===== config.mk =====
export PLATFORM = sky130hd
export DESIGN_NAME = srtl_engine
export DESIGN_NICKNAME = d
export VERILOG_FILES = /design/src/sv/srtl_pkg.sv /design/src/sv/srtl_engine.sv
export SDC_FILE = /design/constraint.sdc
export NUM_CORES = 1
export LEC_CHECK = 0
export BUFFER_PORTS_ARGS = -buffer_cell sky130_fd_sc_hd__buf_4
export CAP_MARGIN = 20
export CORE_UTILIZATION = 58
export CTS_CLUSTER_SIZE = 12
export DETAILED_ROUTE_END_ITERATION = 8
export PLACE_DENSITY = 0.86
export SLEW_MARGIN = 20
export SYNTH_ARGS = -nofsm -noshare
export SYNTH_HDL_FRONTEND = slang
export SYNTH_SLANG_ARGS = --single-unit

===== constraint.sdc =====
create_clock -name clk -period 8.9 [get_ports clk]
set_input_delay 0.89 -clock clk [delete_from_list [all_inputs] [get_ports clk]]
set_output_delay 0.89 -clock clk [all_outputs]
set_load 0.02 [all_outputs]

===== src/sv/srtl_pkg.sv =====
`timescale 1ns / 1ps

package srtl_pkg;

  localparam int TABLE_DEPTH = 256;
  localparam int IDX_W       = $clog2(TABLE_DEPTH);
  localparam int CNT_W       = $clog2(TABLE_DEPTH + 1);

  localparam logic FUNC_INSERT = 1'b0;
  localparam logic FUNC_LOOKUP = 1'b1;

  localparam logic [1:0] ST_OK       = 2'd0;
  localparam logic [1:0] ST_MISS     = 2'd1;
  localparam logic [1:0] ST_FULL     = 2'd2;
  localparam logic [1:0] ST_BADRANGE = 2'd3;

  typedef struct packed {
    logic [31:0] base;
    logic [31:0] limit;
    logic [15:0] sym;
  } entry_t;

  typedef struct packed {
    logic [1:0]  status;
    logic        found;
    logic        is_entry;
    logic [15:0] match_id;
  } result_t;

  typedef struct packed {
    logic             wr_en;
    logic [IDX_W-1:0] wr_addr;
    entry_t           wr_data;
    logic             rd_en;
    logic [IDX_W-1:0] rd_addr;
  } mem_req_t;

endpackage


===== src/sv/srtl_engine.sv =====
`timescale 1ns / 1ps

module srtl_engine (
  input  logic                clk,
  input  logic                rst,
  input  logic                in_valid,
  output logic                in_stall,
  input  logic                func,
  input  logic [31:0]         range_start,
  input  logic [31:0]         range_end,
  input  logic [15:0]         symbol_id,
  input  logic [31:0]         lookup_addr,
  output srtl_pkg::mem_req_t  mem_req,
  input  srtl_pkg::entry_t    rd_entry,
  output logic                res_valid,
  output srtl_pkg::result_t   res,
  input  logic                res_ready
);

  localparam logic [2:0] S_IDLE    = 3'd0;
  localparam logic [2:0] S_LK_RD   = 3'd1;
  localparam logic [2:0] S_LK_CMP  = 3'd2;
  localparam logic [2:0] S_INS_CMP = 3'd3;
  localparam logic [2:0] S_INS_PUT = 3'd4;
  localparam logic [2:0] S_DONE    = 3'd5;

  localparam logic [srtl_pkg::CNT_W-1:0] FULL_CNT =
    srtl_pkg::CNT_W'(srtl_pkg::TABLE_DEPTH);

  logic [2:0]                   state, state_next;
  logic [srtl_pkg::CNT_W-1:0]   count, count_next;
  srtl_pkg::entry_t             key, key_next;
  logic [31:0]                  addr, addr_next;
  logic [srtl_pkg::CNT_W-1:0]   lo, lo_next;
  logic [srtl_pkg::CNT_W-1:0]   hi_p1, hi_p1_next;
  logic [srtl_pkg::IDX_W-1:0]   mid, mid_next;
  logic [srtl_pkg::IDX_W-1:0]   ptr, ptr_next;
  srtl_pkg::result_t            res_q, res_next;

  logic                         accept;
  logic [srtl_pkg::CNT_W-1:0]   span;
  logic                         go_left, go_right;
  logic [srtl_pkg::CNT_W-1:0]   mid_ext;

  assign accept    = in_valid && (state == S_IDLE);
  assign in_stall  = (state != S_IDLE);
  assign res_valid = (state == S_DONE);
  assign res       = res_q;

  // Half of the open interval; lo < hi_p1 holds whenever this is used.
  assign span    = (hi_p1 - lo - srtl_pkg::CNT_W'(1)) >> 1;
  assign mid_ext = srtl_pkg::CNT_W'(mid);

  // A zero-size entry matches its start address only.
  assign go_left  = addr < rd_entry.base;
  assign go_right = !go_left && ((rd_entry.base == rd_entry.limit) ?
                                 (addr > rd_entry.limit) : (addr >= rd_entry.limit));

  always_comb begin
    state_next = state;
    count_next = count;
    key_next   = key;
    addr_next  = addr;
    lo_next    = lo;
    hi_p1_next = hi_p1;
    mid_next   = mid;
    ptr_next   = ptr;
    res_next   = res_q;
    mem_req    = '0;

    unique case (state)
      S_IDLE: begin
        if (accept) begin
          res_next  = '0;
          key_next  = '{base: range_start, limit: range_end, sym: symbol_id};
          addr_next = lookup_addr;
          lo_next   = '0;
          hi_p1_next = count;
          if (func == srtl_pkg::FUNC_INSERT) begin
            if (range_end < range_start) begin
              res_next.status = srtl_pkg::ST_BADRANGE;
              state_next      = S_DONE;
            end else if (count == FULL_CNT) begin
              res_next.status = srtl_pkg::ST_FULL;
              state_next      = S_DONE;
            end else if (count == '0) begin
              mem_req.wr_en   = 1'b1;
              mem_req.wr_addr = '0;
              mem_req.wr_data = '{base: range_start, limit: range_end, sym: symbol_id};
              count_next      = count + srtl_pkg::CNT_W'(1);
              res_next.status = srtl_pkg::ST_OK;
              state_next      = S_DONE;
            end else begin
              // Walk down from the last entry, moving larger starts up one place.
              mem_req.rd_en   = 1'b1;
              mem_req.rd_addr = srtl_pkg::IDX_W'(count - srtl_pkg::CNT_W'(1));
              ptr_next        = srtl_pkg::IDX_W'(count - srtl_pkg::CNT_W'(1));
              state_next      = S_INS_CMP;
            end
          end else begin
            if (count == '0) begin
              res_next.status = srtl_pkg::ST_MISS;
              state_next      = S_DONE;
            end else begin
              state_next = S_LK_RD;
            end
          end
        end
      end

      S_LK_RD: begin
        mid_next        = srtl_pkg::IDX_W'(lo + span);
        mem_req.rd_en   = 1'b1;
        mem_req.rd_addr = srtl_pkg::IDX_W'(lo + span);
        state_next      = S_LK_CMP;
      end

      S_LK_CMP: begin
        if (go_left) begin
          hi_p1_next = mid_ext;
          state_next = (lo < mid_ext) ? S_LK_RD : S_DONE;
          res_next.status = srtl_pkg::ST_MISS;
        end else if (go_right) begin
          lo_next    = mid_ext + srtl_pkg::CNT_W'(1);
          state_next = ((mid_ext + srtl_pkg::CNT_W'(1)) < hi_p1) ? S_LK_RD : S_DONE;
          res_next.status = srtl_pkg::ST_MISS;
        end else begin
          res_next.status   = srtl_pkg::ST_OK;
          res_next.found    = 1'b1;
          res_next.is_entry = (addr == rd_entry.base);
          res_next.match_id = rd_entry.sym;
          state_next        = S_DONE;
        end
      end

      S_INS_CMP: begin
        mem_req.wr_en   = 1'b1;
        mem_req.wr_addr = ptr + srtl_pkg::IDX_W'(1);
        if (rd_entry.base > key.base) begin
          mem_req.wr_data = rd_entry;
          if (ptr == '0) begin
            state_next = S_INS_PUT;
          end else begin
            mem_req.rd_en   = 1'b1;
            mem_req.rd_addr = ptr - srtl_pkg::IDX_W'(1);
            ptr_next        = ptr - srtl_pkg::IDX_W'(1);
          end
        end else begin
          mem_req.wr_data = key;
          count_next      = count + srtl_pkg::CNT_W'(1);
          res_next.status = srtl_pkg::ST_OK;
          state_next      = S_DONE;
        end
      end

      S_INS_PUT: begin
        mem_req.wr_en   = 1'b1;
        mem_req.wr_addr = '0;
        mem_req.wr_data = key;
        count_next      = count + srtl_pkg::CNT_W'(1);
        res_next.status = srtl_pkg::ST_OK;
        state_next      = S_DONE;
      end

      S_DONE: begin
        if (res_ready) begin
          state_next = S_IDLE;
        end
      end

      default: begin
        state_next = S_IDLE;
      end
    endcase
  end

  always_ff @(posedge clk) begin
    if (rst) begin
      state <= S_IDLE;
      count <= '0;
    end else begin
      state <= state_next;
      count <= count_next;
    end
  end

  always_ff @(posedge clk) begin
    key   <= key_next;
    addr  <= addr_next;
    lo    <= lo_next;
    hi_p1 <= hi_p1_next;
    mid   <= mid_next;
    ptr   <= ptr_next;
    res_q <= res_next;
  end

  a_count_bound: assert property (@(posedge clk) disable iff (rst)
    count <= FULL_CNT)
    else $error("entry count above table depth");

  a_lookup_no_write: assert property (@(posedge clk) disable iff (rst)
    (state == S_LK_RD || state == S_LK_CMP) |-> !mem_req.wr_en)
    else $error("table written during a lookup");

  a_mid_in_range: assert property (@(posedge clk) disable iff (rst)
    (state == S_LK_CMP) |-> (mid_ext >= lo && mid_ext < hi_p1 && hi_p1 <= count))
    else $error("search probe outside the live interval");

  a_no_addr_clash: assert property (@(posedge clk) disable iff (rst)
    (mem_req.wr_en && mem_req.rd_en) |-> (mem_req.wr_addr != mem_req.rd_addr))
    else $error("read and write hit the same entry");

  a_count_step: assert property (@(posedge clk) disable iff (rst)
    (!$past(rst) && count != $past(count)) |->
      (count == $past(count) + srtl_pkg::CNT_W'(1) && state == S_DONE))
    else $error("entry count moved other than by one insert");

endmodule

==> load_flow_metrics.sql <==
INSERT INTO impl_metrics (metric_group, metric, value, unit) VALUES
('synthesis', 'ys_ff_latch', '178', ''),
('cts', 'clkSlewWorstSetupHoldPaths', '0.07', 'ns'),
('pwr', 'power-per-cell-area', '264', 'nW/um^2'),
('cells_and_area', 'antennaDiodeCount', '0', ''),
('floorplan', 'number_of_primary_i_o_pins', '317', ''),
('cells_and_area', 'fin_nets', '1971', ''),
('timing', 'worstMarginPinSlew', '1.04', 'ns'),
('critical_path', 'critPathRequiredTime', '8.01', 'ns'),
('cells_and_area', 'fin_cells', '1898', ''),
('synthesis', 'synth_sequential_area_ratio', '0.413', ''),
('detailed_routing', 'antenna_left', '0', ''),
('synthesis', 'yosys_most_used_dff', 'sky130_fd_sc_hd__edfxtp_1', ''),
('pwr', 'p_leak', '7.47', 'nW'),
('job', 'drv_cap', '0', ''),
('synthesis', 'synth-compound-area-share', '0.153', ''),
('timing', 'grt_setup_unrepaired', 'false', ''),
('cts', 'clock_h_tree_levels', '4', ''),
('timing', 'finalMaxSlewViolations', '0', ''),
('detailed_routing', 'drcViolationCount', '0', ''),
('cells_and_area', 'areaGrowthSynthToFinish', '25.0', '%'),
('cells_and_area', 'layout_common_cells', 'sky130_fd_sc_hd__buf_4, sky130_fd_sc_hd__inv_1, sky130_fd_sc_hd__edfxtp_1', ''),
('synthesis', 'yosys.area.top_type', 'sky130_fd_sc_hd__edfxtp_1', ''),
('timing', 'finalHoldViolCount', '0', ''),
('global_route', 'grt_first_pass_wirelength', '58500', 'um'),
('detailed_routing', 'detailed_route_wl', '39000', 'um'),
('timing', 'fin_hold_ws', '0.591', 'ns'),
('floorplan', 'die_h', '150', 'um'),
('synthesis', 'netlist_instances', '1315', ''),
('place', 'placed_cells_incl_taps', '1866', ''),
('cts', 'clock_sink_count', '178', ''),
('worst_hold_path', 'worst_hold_path_type', 'reg -> reg', ''),
('pwr', 'max-vdd-ir-drop', '0.206', 'mV'),
('critical_path', 'startpoint_type', 'input port', ''),
('critical_path', 'arrival', '4.64', 'ns'),
('detailed_routing', 'post_drt_wl_per_cell', '20.6', 'um'),
('detailed_routing', 'drt-pass1-iter-count', '7', ''),
('floorplan', 'row_count', '53', ''),
('place', 'portbufs', '316', ''),
('synthesis', 'synth-edff-count', '166', ''),
('cts', 'cts.repair.resized', '0', ''),
('place', 'placed_cell_area', '15200', 'um^2'),
('global_route', 'first_global_vias', '11300', ''),
('cts', 'cts-root-buf', 'sky130_fd_sc_hd__clkbuf_16', ''),
('cts', 'cts_hold_buffers', '0', ''),
('cells_and_area', 'layout.cell_area.non_filler', '15800', 'um^2'),
('global_route', 'track_usage', '0.344', ''),
('timing', 'setup_viol_count_final', '0', ''),
('floorplan', 'fp.coreArea', '21200', 'um^2'),
('cts', 'max-clock-path-buffers', '2', ''),
('timing', 'final.period_utilization', '0.622', ''),
('critical_path', 'path_class', 'in -> out', ''),
('timing', 'finalCriticalPeriod', '5.53', 'ns'),
('place', 'gp_routability_congestion', '0.975', ''),
('cts', 'tritoncts.num_buffers', '17', ''),
('timing', 'setup_tns', '0', 'ns'),
('timing', 'timing.slew.headroom', '0.304', ''),
('run_status', 'status', 'finished, final reports clean', ''),
('floorplan', 'die_w', '150', 'um'),
('cts', 'tritoncts', 'built', ''),
('synthesis', 'synth.distinct_cells', '63', ''),
('critical_path', 'worst_setup_ep_type', 'output pin', ''),
('timing', 'fin_worst_skew', '0.0183', 'ns'),
('detailed_routing', 'vias_per_cell', '6.06', ''),
('synthesis', 'synth_xor_xnor_area_share', '0.0478', ''),
('cells_and_area', 'drive_gt1_frac', '0.234', ''),
('synthesis', 'synthesis.nets', '1676', ''),
('synthesis', 'synth.cell_area', '12600', 'um^2'),
('floorplan', 'die_area', '22400', 'um^2'),
('synthesis', 'synth_simple_gate_area_share', '0.141', ''),
('synthesis', 'area_fraction_of_the_dominant_cell_type_after_synthesis', '0.394', ''),
('floorplan', 'floorplan.initialDensity', '0.596', '');
metrics by stage:
step	power [mW]	util	worst slack [ns]
floorplan	2.64	-	3.83
global placement	3.32	0.717	3.48
detailed placement	3.40	0.717	3.36
CTS	4.16	0.745	3.34
global route	4.41	0.745	2.97
finish	4.17	0.745	3.37
cell families (layout without fill, tap and decap cells):
family / after synthesis / in the layout
compound gates: 294 / 294
xor+xnor: 69 / 69
fa+ha+maj: 164 / 164
buf+inv: 218 / 526
flops: 178 / 178
mux: 15 / 15
simple gates: 377 / 377
state kept, by name (all words and copies together) (netlist names):
register	cells
addr	32
res	20
ptr	8
hi_p1	9
state	3
mid	8
key	80
count	9
lo	9
synthesized netlist by cell type (14+ instances only):
master                     number
sky130_fd_sc_hd__inv_1        168
sky130_fd_sc_hd__edfxtp_1     166
sky130_fd_sc_hd__ha_1         162
sky130_fd_sc_hd__nand2_1      156
sky130_fd_sc_hd__a22oi_1       78
sky130_fd_sc_hd__o21ai_0       73
sky130_fd_sc_hd__nor2_1        60
sky130_fd_sc_hd__a21oi_1       58
sky130_fd_sc_hd__xnor2_1       38
sky130_fd_sc_hd__clkbuf_1      37
sky130_fd_sc_hd__nand3_1       31
sky130_fd_sc_hd__xor2_1        31
sky130_fd_sc_hd__nand4_1       28
sky130_fd_sc_hd__and3_1        25
sky130_fd_sc_hd__nor3_1        17
sky130_fd_sc_hd__a21o_1        14
sky130_fd_sc_hd__nor2b_1       14
layer usage:
layer  GRT usage  part of all wire  vias to the layer above
li1            -                 -                     5328
met1       0.417              0.39                     5433
met2       0.584              0.48                      626
met3      0.0689             0.077                      120
met4       0.168             0.046                        0
met5           0                 0                        -
report_power, final:
part	leakage [nW]	internal (mW)	switching, mW
combinational	5.55	0.805	1.25
sequential	1.66	1.22	0.136
clock	0.263	0.395	0.358
critical path: stages:
cell                        delay (ns)
sky130_fd_sc_hd__buf_4            0.13
sky130_fd_sc_hd__ha_1             0.33
sky130_fd_sc_hd__a2111oi_0        0.39
sky130_fd_sc_hd__a21oi_1          0.14
sky130_fd_sc_hd__a2111oi_2        0.51
sky130_fd_sc_hd__a21oi_1          0.27
sky130_fd_sc_hd__o21ai_4          0.87
sky130_fd_sc_hd__buf_4            0.58
sky130_fd_sc_hd__a22oi_1          0.13
sky130_fd_sc_hd__o21ai_0          0.15
sky130_fd_sc_hd__buf_4            0.19
final timing paths:
path / startpoint / cells after the start / slack [ns] / to
max: rd_entry[76] / 11 / 3.37 / mem_req[74]
min: count[8] / 2 / 0.59 / count[8]
max reg2reg: key[75] / 10 / 5.14 / ptr[5]
min reg2reg: count[8] / 2 / 0.59 / count[8]
layout make-up:
| type | count | area, um^2 |
|---|---|---|
| clock buffer | 18 | 429 |
| clock inverter | 14 | 146 |
| fill | 1557 | 5420 |
| inverter | 168 | 633 |
| multi-input combinational | 919 | 6580 |
| sequential | 178 | 5230 |
| tap | 275 | 344 |
| timing repair buffer | 326 | 2450 |
No activity file was read; power rests on OpenSTA's default activity.
